$ cat src/hw/rtl/gha_pkg.sv
// ----------------------------------------------------------------------------
// gha_pkg
// Request and status codes and field types shared by the handle allocator.
// ----------------------------------------------------------------------------
package gha_pkg;

  // Fixed field widths of the item ports
  localparam int REQ_W    = 3;
  localparam int ST_W     = 3;
  localparam int IN_ID_W  = 8;
  localparam int IN_VER_W = 16;
  localparam int IN_SIG_W = 32;
  localparam int OUT_ID_W = 6;
  localparam int OUT_VER_W = 16;
  localparam int OUT_MSK_W = 32;

  typedef logic [REQ_W-1:0]     req_t;
  typedef logic [ST_W-1:0]      status_t;
  typedef logic [IN_ID_W-1:0]   in_id_t;
  typedef logic [IN_VER_W-1:0]  in_ver_t;
  typedef logic [IN_SIG_W-1:0]  in_sig_t;
  typedef logic [OUT_ID_W-1:0]  out_id_t;
  typedef logic [OUT_VER_W-1:0] out_ver_t;
  typedef logic [OUT_MSK_W-1:0] out_msk_t;

  // Request codes
  localparam req_t REQ_CREATE      = 3'd0;
  localparam req_t REQ_DESTROY     = 3'd1;
  localparam req_t REQ_SET_MASK    = 3'd2;
  localparam req_t REQ_GET_MASK    = 3'd3;
  localparam req_t REQ_QUERY       = 3'd4;
  localparam req_t REQ_DESTROY_ALL = 3'd5;

  // Status codes
  localparam status_t ST_OK        = 3'd0;
  localparam status_t ST_NO_FREE   = 3'd1;
  localparam status_t ST_INVALID   = 3'd2;
  localparam status_t ST_NOT_ALIVE = 3'd3;
  localparam status_t ST_NO_MATCH  = 3'd4;

endpackage

$ cat src/hw/rtl/generational_handle_allocator_core.sv
// ----------------------------------------------------------------------------
// generational_handle_allocator_core
// Hands out id+version handles from a free-id FIFO, tracks alive bits,
// versions and capability masks, answers queries and destroy-all walks.
// ----------------------------------------------------------------------------
// Usage:
//   Input channel (in_*): one request item per handshake, taken when
//   in_valid is high and in_stall is low. in_stall is low only while the
//   block is idle, so one request is worked on at a time.
//   Result channel (out_*): result items through an output register;
//   out_last marks the final result of a request. A query gives one result
//   per live matching entry (ascending id), or one no-match result.
//   Steps: destroy, set mask and get mask read the entry memory, then
//   modify/write back; create first takes the id out of the free-id FIFO
//   memory and then reads the entry of that id. Query and destroy-all walk
//   ids 0..MAX_ENTITIES-1: a dead entry is skipped, a live entry is read
//   from the entry memory and then evaluated; after the walk comes the
//   closing result. Both memories are read through registers. Unknown
//   request types are dropped without a result.
//   Reset: free FIFO holds ids in order, all entries dead, version and mask
//   zero; per-entry written bits stand in for clearing the memories, so the
//   block is ready in the cycle after reset.
//   Stall: a held result keeps a query walk or the final step waiting; no result
//   is ever dropped or repeated.
// ----------------------------------------------------------------------------
module generational_handle_allocator_core #(
  parameter int MAX_ENTITIES = 64,
  parameter int MASK_BITS    = 32,
  parameter int VERSION_BITS = 16
) (
  input  logic               clk,
  input  logic               rst_n,
  // request channel
  input  logic               in_valid,
  output logic               in_stall,
  input  gha_pkg::req_t      in_req_type,
  input  gha_pkg::in_id_t    in_entity_id,
  input  gha_pkg::in_ver_t   in_entity_version,
  input  gha_pkg::in_sig_t   in_signature,
  // result channel
  output logic               out_valid,
  input  logic               out_stall,
  output gha_pkg::status_t   out_status,
  output gha_pkg::out_id_t   out_id,
  output gha_pkg::out_ver_t  out_version,
  output gha_pkg::out_msk_t  out_mask,
  output logic               out_last
);
  import gha_pkg::*;

  localparam int IW  = $clog2(MAX_ENTITIES);
  localparam int CW  = $clog2(MAX_ENTITIES + 1);
  localparam int VW  = VERSION_BITS;
  // request mask is only 32 bits wide, so at most that many mask bits are stored
  localparam int SW  = (MASK_BITS < IN_SIG_W) ? MASK_BITS : IN_SIG_W;
  localparam int VIW = (VERSION_BITS < IN_VER_W) ? VERSION_BITS : IN_VER_W;
  localparam int EW  = VW + SW;
  localparam logic [IW-1:0]      LAST_ID  = IW'(MAX_ENTITIES - 1);
  localparam logic [CW-1:0]      FULL_CNT = CW'(MAX_ENTITIES);
  localparam logic [IN_ID_W-1:0] ID_LIMIT = IN_ID_W'(MAX_ENTITIES);

  // control states
  localparam logic [2:0] S_IDLE = 3'd0;  // waiting for a request
  localparam logic [2:0] S_CRT  = 3'd1;  // create: read entry of popped id
  localparam logic [2:0] S_EXE  = 3'd2;  // single-entry modify/write-back
  localparam logic [2:0] S_WRD  = 3'd3;  // walk: issue read of live entry
  localparam logic [2:0] S_WEX  = 3'd4;  // walk: evaluate entry
  localparam logic [2:0] S_WEND = 3'd5;  // walk: closing result

  logic [2:0]          state_r, state_nxt;
  logic [IW-1:0]       cur_r, cur_nxt;          // walk index / created id
  logic [IW-1:0]       head_r, head_nxt;
  logic [IW-1:0]       tail_r, tail_nxt;
  logic [CW-1:0]       cnt_r, cnt_nxt;
  logic [MAX_ENTITIES-1:0] alive_r, alive_nxt;

  // held query match, emitted once the next match or the end is known
  logic                pend_vld_r, pend_vld_nxt;
  logic [IW-1:0]       pend_id_r, pend_id_nxt;
  logic [VW-1:0]       pend_ver_r, pend_ver_nxt;

  // captured request
  req_t                item_req_r;
  logic                item_inr_r;
  logic [IW-1:0]       item_idx_r;
  in_ver_t             item_ver_r;
  in_sig_t             item_sig_r;

  // entry memory: {version, mask}; written bits stand for reset-to-zero
  logic [EW-1:0]       ent_mem [MAX_ENTITIES];
  logic [MAX_ENTITIES-1:0] ent_vld_r;
  logic [EW-1:0]       ent_rd_r;
  logic                ent_rdv_r;
  logic                ent_re, ent_we;
  logic [IW-1:0]       ent_raddr, ent_waddr;
  logic [EW-1:0]       ent_wdata;

  // free-id FIFO memory; an unwritten slot holds its own index
  logic [IW-1:0]       fid_mem [MAX_ENTITIES];
  logic [MAX_ENTITIES-1:0] fid_vld_r;
  logic [IW-1:0]       fid_rd_r;
  logic                fid_rdv_r;
  logic                fid_we;
  logic [IW-1:0]       fid_wdata;

  // output register
  logic                out_valid_r;
  status_t             out_status_r;
  out_id_t             out_id_r;
  out_ver_t            out_version_r;
  out_msk_t            out_mask_r;
  logic                out_last_r;

  logic                in_accept, in_id_ok, out_free;
  logic [VW-1:0]       ent_ver, ver_cmp;
  logic [SW-1:0]       ent_msk, sig_cut;
  logic [IW-1:0]       new_id;
  status_t             hchk;
  logic                match, adv;

  logic                emit;
  status_t             o_st;
  logic [IW-1:0]       o_id;
  logic [VW-1:0]       o_ver;
  logic [SW-1:0]       o_msk;
  logic                o_last;

  assign in_stall  = (state_r != S_IDLE);
  assign in_accept = in_valid && !in_stall;
  assign in_id_ok  = (in_entity_id < ID_LIMIT);
  assign out_free  = !out_valid_r || !out_stall;

  assign ent_ver = ent_rdv_r ? ent_rd_r[EW-1:SW] : '0;
  assign ent_msk = ent_rdv_r ? ent_rd_r[SW-1:0]  : '0;
  assign sig_cut = item_sig_r[SW-1:0];
  assign new_id  = fid_rdv_r ? fid_rd_r : head_r;
  assign match   = ((ent_msk & sig_cut) == sig_cut);

  always_comb begin
    ver_cmp = '0;
    ver_cmp[VIW-1:0] = item_ver_r[VIW-1:0];
  end

  // handle check: range, then alive and version
  always_comb begin
    if (!item_inr_r) begin
      hchk = ST_INVALID;
    end else if (!alive_r[item_idx_r] || (ent_ver != ver_cmp)) begin
      hchk = ST_NOT_ALIVE;
    end else begin
      hchk = ST_OK;
    end
  end

  // main control
  always_comb begin
    state_nxt    = state_r;
    cur_nxt      = cur_r;
    head_nxt     = head_r;
    tail_nxt     = tail_r;
    cnt_nxt      = cnt_r;
    alive_nxt    = alive_r;
    pend_vld_nxt = pend_vld_r;
    pend_id_nxt  = pend_id_r;
    pend_ver_nxt = pend_ver_r;
    ent_re       = 1'b0;
    ent_raddr    = cur_r;
    ent_we       = 1'b0;
    ent_waddr    = cur_r;
    ent_wdata    = '0;
    fid_we       = 1'b0;
    fid_wdata    = cur_r;
    emit         = 1'b0;
    o_st         = ST_OK;
    o_id         = '0;
    o_ver        = '0;
    o_msk        = '0;
    o_last       = 1'b1;
    adv          = 1'b0;

    unique case (state_r)
      S_IDLE: begin
        if (in_accept) begin
          ent_re    = 1'b1;
          ent_raddr = in_id_ok ? in_entity_id[IW-1:0] : '0;
          case (in_req_type) inside
            REQ_CREATE: state_nxt = S_CRT;
            REQ_DESTROY, REQ_SET_MASK, REQ_GET_MASK: state_nxt = S_EXE;
            REQ_QUERY, REQ_DESTROY_ALL: begin
              state_nxt    = S_WRD;
              cur_nxt      = '0;
              pend_vld_nxt = 1'b0;
            end
            default: state_nxt = S_IDLE;
          endcase
        end
      end

      S_CRT: begin
        state_nxt = S_EXE;
        if (cnt_r != '0) begin
          ent_re    = 1'b1;
          ent_raddr = new_id;
          cur_nxt   = new_id;
        end
      end

      S_EXE: begin
        if (out_free) begin
          emit      = 1'b1;
          state_nxt = S_IDLE;
          ent_waddr = item_idx_r;
          case (item_req_r)
            REQ_CREATE: begin
              if (cnt_r == '0) begin
                o_st = ST_NO_FREE;
              end else begin
                o_id             = cur_r;
                o_ver            = ent_ver;
                alive_nxt[cur_r] = 1'b1;
                head_nxt         = (head_r == LAST_ID) ? '0 : head_r + 1'b1;
                cnt_nxt          = cnt_r - 1'b1;
              end
            end
            REQ_DESTROY: begin
              o_st = hchk;
              if (hchk == ST_OK) begin
                ent_we    = 1'b1;
                ent_wdata = {ent_ver + 1'b1, {SW{1'b0}}};
                alive_nxt[item_idx_r] = 1'b0;
                if (cnt_r < FULL_CNT) begin
                  fid_we    = 1'b1;
                  fid_wdata = item_idx_r;
                  tail_nxt  = (tail_r == LAST_ID) ? '0 : tail_r + 1'b1;
                  cnt_nxt   = cnt_r + 1'b1;
                end
              end
            end
            REQ_SET_MASK: begin
              o_st = hchk;
              if (hchk == ST_OK) begin
                ent_we    = 1'b1;
                ent_wdata = {ent_ver, sig_cut};
              end
            end
            REQ_GET_MASK: begin
              if (!item_inr_r) begin
                o_st = ST_INVALID;
              end else begin
                o_msk = ent_msk;
              end
            end
            default: o_st = ST_OK;
          endcase
        end
      end

      S_WRD: begin
        if (alive_r[cur_r]) begin
          ent_re    = 1'b1;
          ent_raddr = cur_r;
          state_nxt = S_WEX;
        end else if (cur_r == LAST_ID) begin
          state_nxt = S_WEND;
        end else begin
          cur_nxt = cur_r + 1'b1;
        end
      end

      S_WEX: begin
        adv = 1'b1;
        if (item_req_r == REQ_QUERY) begin
          if (match) begin
            if (pend_vld_r) begin
              if (out_free) begin
                // earlier match is not the last one
                emit         = 1'b1;
                o_id         = pend_id_r;
                o_ver        = pend_ver_r;
                o_last       = 1'b0;
                pend_id_nxt  = cur_r;
                pend_ver_nxt = ent_ver;
              end else begin
                adv = 1'b0;
              end
            end else begin
              pend_vld_nxt = 1'b1;
              pend_id_nxt  = cur_r;
              pend_ver_nxt = ent_ver;
            end
          end
        end else begin
          ent_we           = 1'b1;
          ent_wdata        = {ent_ver + 1'b1, {SW{1'b0}}};
          alive_nxt[cur_r] = 1'b0;
          if (cnt_r < FULL_CNT) begin
            fid_we    = 1'b1;
            fid_wdata = cur_r;
            tail_nxt  = (tail_r == LAST_ID) ? '0 : tail_r + 1'b1;
            cnt_nxt   = cnt_r + 1'b1;
          end
        end
        if (adv) begin
          if (cur_r == LAST_ID) begin
            state_nxt = S_WEND;
          end else begin
            cur_nxt   = cur_r + 1'b1;
            state_nxt = S_WRD;
          end
        end
      end

      S_WEND: begin
        if (out_free) begin
          emit         = 1'b1;
          state_nxt    = S_IDLE;
          pend_vld_nxt = 1'b0;
          if (item_req_r == REQ_QUERY) begin
            if (pend_vld_r) begin
              o_id  = pend_id_r;
              o_ver = pend_ver_r;
            end else begin
              o_st = ST_NO_MATCH;
            end
          end
        end
      end

      default: state_nxt = S_IDLE;
    endcase
  end

  // control registers
  always_ff @(posedge clk) begin
    if (!rst_n) begin
      state_r     <= S_IDLE;
      cur_r       <= '0;
      head_r      <= '0;
      tail_r      <= '0;
      cnt_r       <= FULL_CNT;
      alive_r     <= '0;
      pend_vld_r  <= 1'b0;
      ent_vld_r   <= '0;
      fid_vld_r   <= '0;
      out_valid_r <= 1'b0;
    end else begin
      state_r    <= state_nxt;
      cur_r      <= cur_nxt;
      head_r     <= head_nxt;
      tail_r     <= tail_nxt;
      cnt_r      <= cnt_nxt;
      alive_r    <= alive_nxt;
      pend_vld_r <= pend_vld_nxt;
      if (ent_we) begin
        ent_vld_r[ent_waddr] <= 1'b1;
      end
      if (fid_we) begin
        fid_vld_r[tail_r] <= 1'b1;
      end
      if (emit) begin
        out_valid_r <= 1'b1;
      end else if (!out_stall) begin
        out_valid_r <= 1'b0;
      end
    end
  end

  // payload registers
  always_ff @(posedge clk) begin
    pend_id_r  <= pend_id_nxt;
    pend_ver_r <= pend_ver_nxt;
    if (in_accept) begin
      item_req_r <= in_req_type;
      item_inr_r <= in_id_ok;
      item_idx_r <= in_id_ok ? in_entity_id[IW-1:0] : '0;
      item_ver_r <= in_entity_version;
      item_sig_r <= in_signature;
    end
    if (emit) begin
      out_status_r  <= o_st;
      out_id_r      <= OUT_ID_W'(o_id);
      out_version_r <= OUT_VER_W'(o_ver[VIW-1:0]);
      out_mask_r    <= OUT_MSK_W'(o_msk);
      out_last_r    <= o_last;
    end
  end

  // entry memory
  always_ff @(posedge clk) begin
    if (ent_we) begin
      ent_mem[ent_waddr] <= ent_wdata;
    end
  end

  always_ff @(posedge clk) begin
    if (ent_re) begin
      ent_rd_r  <= ent_mem[ent_raddr];
      ent_rdv_r <= ent_vld_r[ent_raddr];
    end
  end

  // free-id FIFO memory, read at head on every accepted request
  always_ff @(posedge clk) begin
    if (fid_we) begin
      fid_mem[tail_r] <= fid_wdata;
    end
  end

  always_ff @(posedge clk) begin
    if (in_accept) begin
      fid_rd_r  <= fid_mem[head_r];
      fid_rdv_r <= fid_vld_r[head_r];
    end
  end

  assign out_valid   = out_valid_r;
  assign out_status  = out_status_r;
  assign out_id      = out_id_r;
  assign out_version = out_version_r;
  assign out_mask    = out_mask_r;
  assign out_last    = out_last_r;

  // every id is either alive or waiting in the free FIFO
  a_id_balance: assert property (@(posedge clk) disable iff (!rst_n)
    ($countones(alive_r) + int'(cnt_r)) == MAX_ENTITIES)
    else $error("alive count plus free count differs from capacity");

  // a held query match only exists inside a walk
  a_pend_in_walk: assert property (@(posedge clk) disable iff (!rst_n)
    pend_vld_r |-> (state_r == S_WRD || state_r == S_WEX || state_r == S_WEND))
    else $error("pending match outside a walk");

  // a new result is only loaded from a result-producing state
  a_emit_state: assert property (@(posedge clk) disable iff (!rst_n)
    emit |-> (state_r == S_EXE || state_r == S_WEX || state_r == S_WEND))
    else $error("result produced from wrong state");

  // never overwrite a result that is still held
  a_no_overwrite: assert property (@(posedge clk) disable iff (!rst_n)
    (out_valid_r && out_stall) |-> !emit)
    else $error("held result overwritten");

endmodule
$ cat config.mk
export PLATFORM = sky130hd
export DESIGN_NAME = generational_handle_allocator_core
export DESIGN_NICKNAME = d
export VERILOG_FILES = /design/src/hw/rtl/gha_pkg.sv /design/src/hw/rtl/generational_handle_allocator_core.sv
export SDC_FILE = /design/constraint.sdc
export NUM_CORES = 2
export LEC_CHECK = 0
export CAP_MARGIN = 30
export CELL_PAD_IN_SITES_DETAIL_PLACEMENT = 1
export CELL_PAD_IN_SITES_GLOBAL_PLACEMENT = 1
export CORE_MARGIN = 1.5
export CORE_UTILIZATION = 45
export CTS_CLUSTER_DIAMETER = 120
export DETAILED_ROUTE_END_ITERATION = 8
export DONT_BUFFER_PORTS = 1
export HOLD_SLACK_MARGIN = 0.08
export PLACE_DENSITY = 0.79
export SYNTH_ARGS = -nofsm -noshare
export SYNTH_HDL_FRONTEND = slang
export SYNTH_SLANG_ARGS = --single-unit
export TNS_END_PERCENT = 30
$ cat constraint.sdc
create_clock -name clk -period 8.05 [get_ports clk]
set_input_delay 0.805 -clock clk [delete_from_list [all_inputs] [get_ports clk]]
set_output_delay 0.805 -clock clk [all_outputs]
set_load 0.02 [all_outputs]
==> results.toml <==
[yosys]
async_flop_share_pct = 0
synth_nets = 11000
ys_types = 87
synth-seq-area-share_pct = 74.0
synth_warnings = 0
synthCells = 11000
yosys_most_used_dff = "edfxtp_1"
syn_area_per_cell_um2 = 14.1
syn_area_um2 = 154000
ys_ff_latch = 3872
synth-edff-count = 3650

[worst_setup_path]
crit_top_cell = "a22oi_1"
path_cells = "or3b_1 > a211oi_2 > nor2_1 > nand2_4 > buf_12 > buf_4 > nand2_1 > a22oi_1 > a22oi_1 > a21oi_1 > or4_1"
reg2reg_slack_ps = 2150
end_kind = "flip-flop"
crit_fanout = 171
cp.arrival_ps = 6700
cp-start-kind = "flip-flop"
r2r_end = "ent_rd_r[31]$_DFFE_PP_"
critPathSlowestCell = "a21oi_1"
cpLargestDelayFamily = "simple AND/OR/NAND/NOR gates"
cp.required_ps = 8840
r2r_start = "state_r[0]$_SDFFE_PN0P_"
r2r_cells = 11
path_class = "flip-flop to flip-flop"
cp_num_buf_inv = 2
critPathMaxStageDelay_ps = 890

[sta]
setup-tns-final_ps = 0
tightest_slew_ps = 1120
rsz0062_at_grt = "no"
min_period_over_period_pct = 73.3
maxSlewViolCount = 0
hold_violations = 0
period_minus_slack_ps = 5900
setup_viol = 0
fmax_mhz = 169
relSlewSlack_pct = 25.3
final.setup_skew_ps = 104

[global_route]
grt_max_degree = 172
grt_antenna_before_repair = 75
grt_overflow = 0
grt_pass1_vias = 108000
grt_pass1_wl_mm = 756
track_usage_pct = 29.6

[clock_tree]
cts_setup_buffers = 0
ctsRootBufferMaster = "clkbuf_16"
clock_path_buffers = 4
clk_latency_ps = 950
clkSinkCount = 3872
cts_tree = "built"
htreeDepth = 5
clk_pin_slew_ps = 70
cts_buffers = 379

[layout]
final_area_um2 = 173000
final_cell_mix = "3,650 x edfxtp_1, 1,930 x nand2_1, 1,709 x a21oi_1"
nets = 11000
final_common_cell = "edfxtp_1"
area.growth.synth_to_final_pct = 12.5
drive_above_1_share_pct = 11.3
fin_util_pct = 50.9

[placement]
gp_congestion = 0.902
hpwlAfterDp_mm = 297
dpl-instance-area_um2 = 160000
io_buffers = 0

[detailed_routing]
postRouteAntennaNets = 0
drcViolationCount = 0
drt_iter0_markers = 15500
via_per_inst = 6.61
vias = 104000
routedWlPerCell_um = 33.3
wirelength_mm = 526
first_pass_iters = 8

[min_path]
hold_end = "item_idx_r[0]$_DFFE_PN_"
whs_path_depth = 1
hp-class = "primary input to flip-flop"
holdCritStartpoint = "in_entity_id[0]"

[floorplanning]
ios = 123
rows = 214
die_area_um2 = 346000
coreArea_um2 = 340000
dieHeight_um = 588
die_w_um = 588
start_util_pct = 45.3

[pwr]
p_leak_uw = 0.0536
power.total_uw = 55900
vdd.ir_drop.worst_mv = 0.251
power_density_nw_per_um2 = 322

[status]
status = "completed"

[flow_run]
cap_violations = 0
## routing by layer
| metal | up-vias | GRT usage [%] | routed length, µm |
|---|---|---|---|
| li1 | 42200 | - | - |
| met1 | 53300 | 37.2 | 186000 |
| met2 | 7402 | 47.3 | 248000 |
| met3 | 1619 | 8.42 | 65400 |
| met4 | 52 | 14.4 | 27000 |
| met5 | - | 0 | 349 |
## report_power, final
part / leakage (µW) / switching (µW) / internal, µW
combinational: 0.0132 / 10600 / 3640
clock: 0.00592 / 7850 / 10100
sequential: 0.0344 / 949 / 22800
total: 0.0536 / 19400 / 36400
## synthesized netlist by cell type (all sizes together), types with 34 or more instances
| master | n | area share [%] |
|---|---|---|
| o21ai | 150 | 0.51 |
| or4 | 50 | 0.24 |
| buf | 331 | 1.1 |
| a32oi | 159 | 0.90 |
| edfxtp | 3650 | 71 |
| dfxtp | 222 | 2.9 |
| o31ai | 42 | 0.21 |
| nand2 | 1939 | 4.7 |
| mux2i | 34 | 0.22 |
| nand2b | 34 | 0.14 |
| a22oi | 769 | 3.7 |
| mux4 | 150 | 2.2 |
| a21oi | 1751 | 5.8 |
| nor3 | 87 | 0.29 |
| a21boi | 140 | 0.68 |
| nand3 | 38 | 0.12 |
| clkbuf | 485 | 1.2 |
| and2 | 82 | 0.33 |
| a311oi | 141 | 0.80 |
| a221o | 45 | 0.29 |
| nor2 | 298 | 0.73 |
| inv | 38 | 0.093 |
## cell families after synthesis
group,share of synthesized area [%]
AND/OR/NAND/NOR,7.13
AO/OA/AOI/OAI,13.8
XOR/XNOR,0.0852
adder cells (fa/ha/maj),0.0487
multiplexers,2.50
buffers and inverters,2.40
flip-flops,74.0
## registers in the layout (all words and copies together) (netlist names), 7 cells and up
signal,count
ent_mem,3072
fid_mem,384
alive_r,64
ent_vld_r,64
fid_vld_r,64
ent_rd_r,48
item_sig_r,32
out_mask,32
item_ver_r,16
out_version,16
pend_ver_r,16
cnt_r,7
## area by class of cell
class                      count  area (µm²)
inverter                      39         146
antenna                       29        72.6
timing repair buffer         407        3920
sequential                  3872      114000
tap                         4536        5680
fill                       32800      167000
clock inverter               215        2160
clock buffer                 470        9970
multi-input combinational   6234       37400
## how the worst max path moves through the flow
stage / startpoint / endpoint / slack, ps / depth (start not counted)
2_1_floorplan: in_valid / ent_rd_r[5]$_DFFE_PP_ / 1160 / 12
3_3_place_gp: in_valid / ent_rd_r[31]$_DFFE_PP_ / 2120 / 12
3_5_place_dp: in_valid / ent_rd_r[31]$_DFFE_PP_ / 2040 / 12
4_1_cts: state_r[1]$_SDFFE_PN0P_ / ent_rd_r[31]$_DFFE_PP_ / 2150 / 12
5_1_grt: state_r[0]$_SDFFE_PN0P_ / ent_rd_r[31]$_DFFE_PP_ / 2070 / 11
6_report: state_r[0]$_SDFFE_PN0P_ / ent_rd_r[31]$_DFFE_PP_ / 2150 / 11
## per-stage QoR
| step | hold slack (ps) | std cells | worst slack, ps |
|---|---|---|---|
| after floorplan | 406 | 11000 | 1160 |
| after global placement | 429 | 15000 | 2120 |
| after detailed placement | 443 | 15000 | 2040 |
| after CTS | 101 | 15800 | 2150 |
| after global routing | 141 | 15800 | 2070 |
| final | 160 | 15800 | 2150 |
## repair_timing
| action | 4_1_cts | 5_1_grt |
|---|---|---|
| resized for setup | 0 | 0 |
| hold endpoints to repair | 95 | 0 |
| hold buffers | 70 | 0 |
No activity file was read; power rests on OpenSTA's default activity.
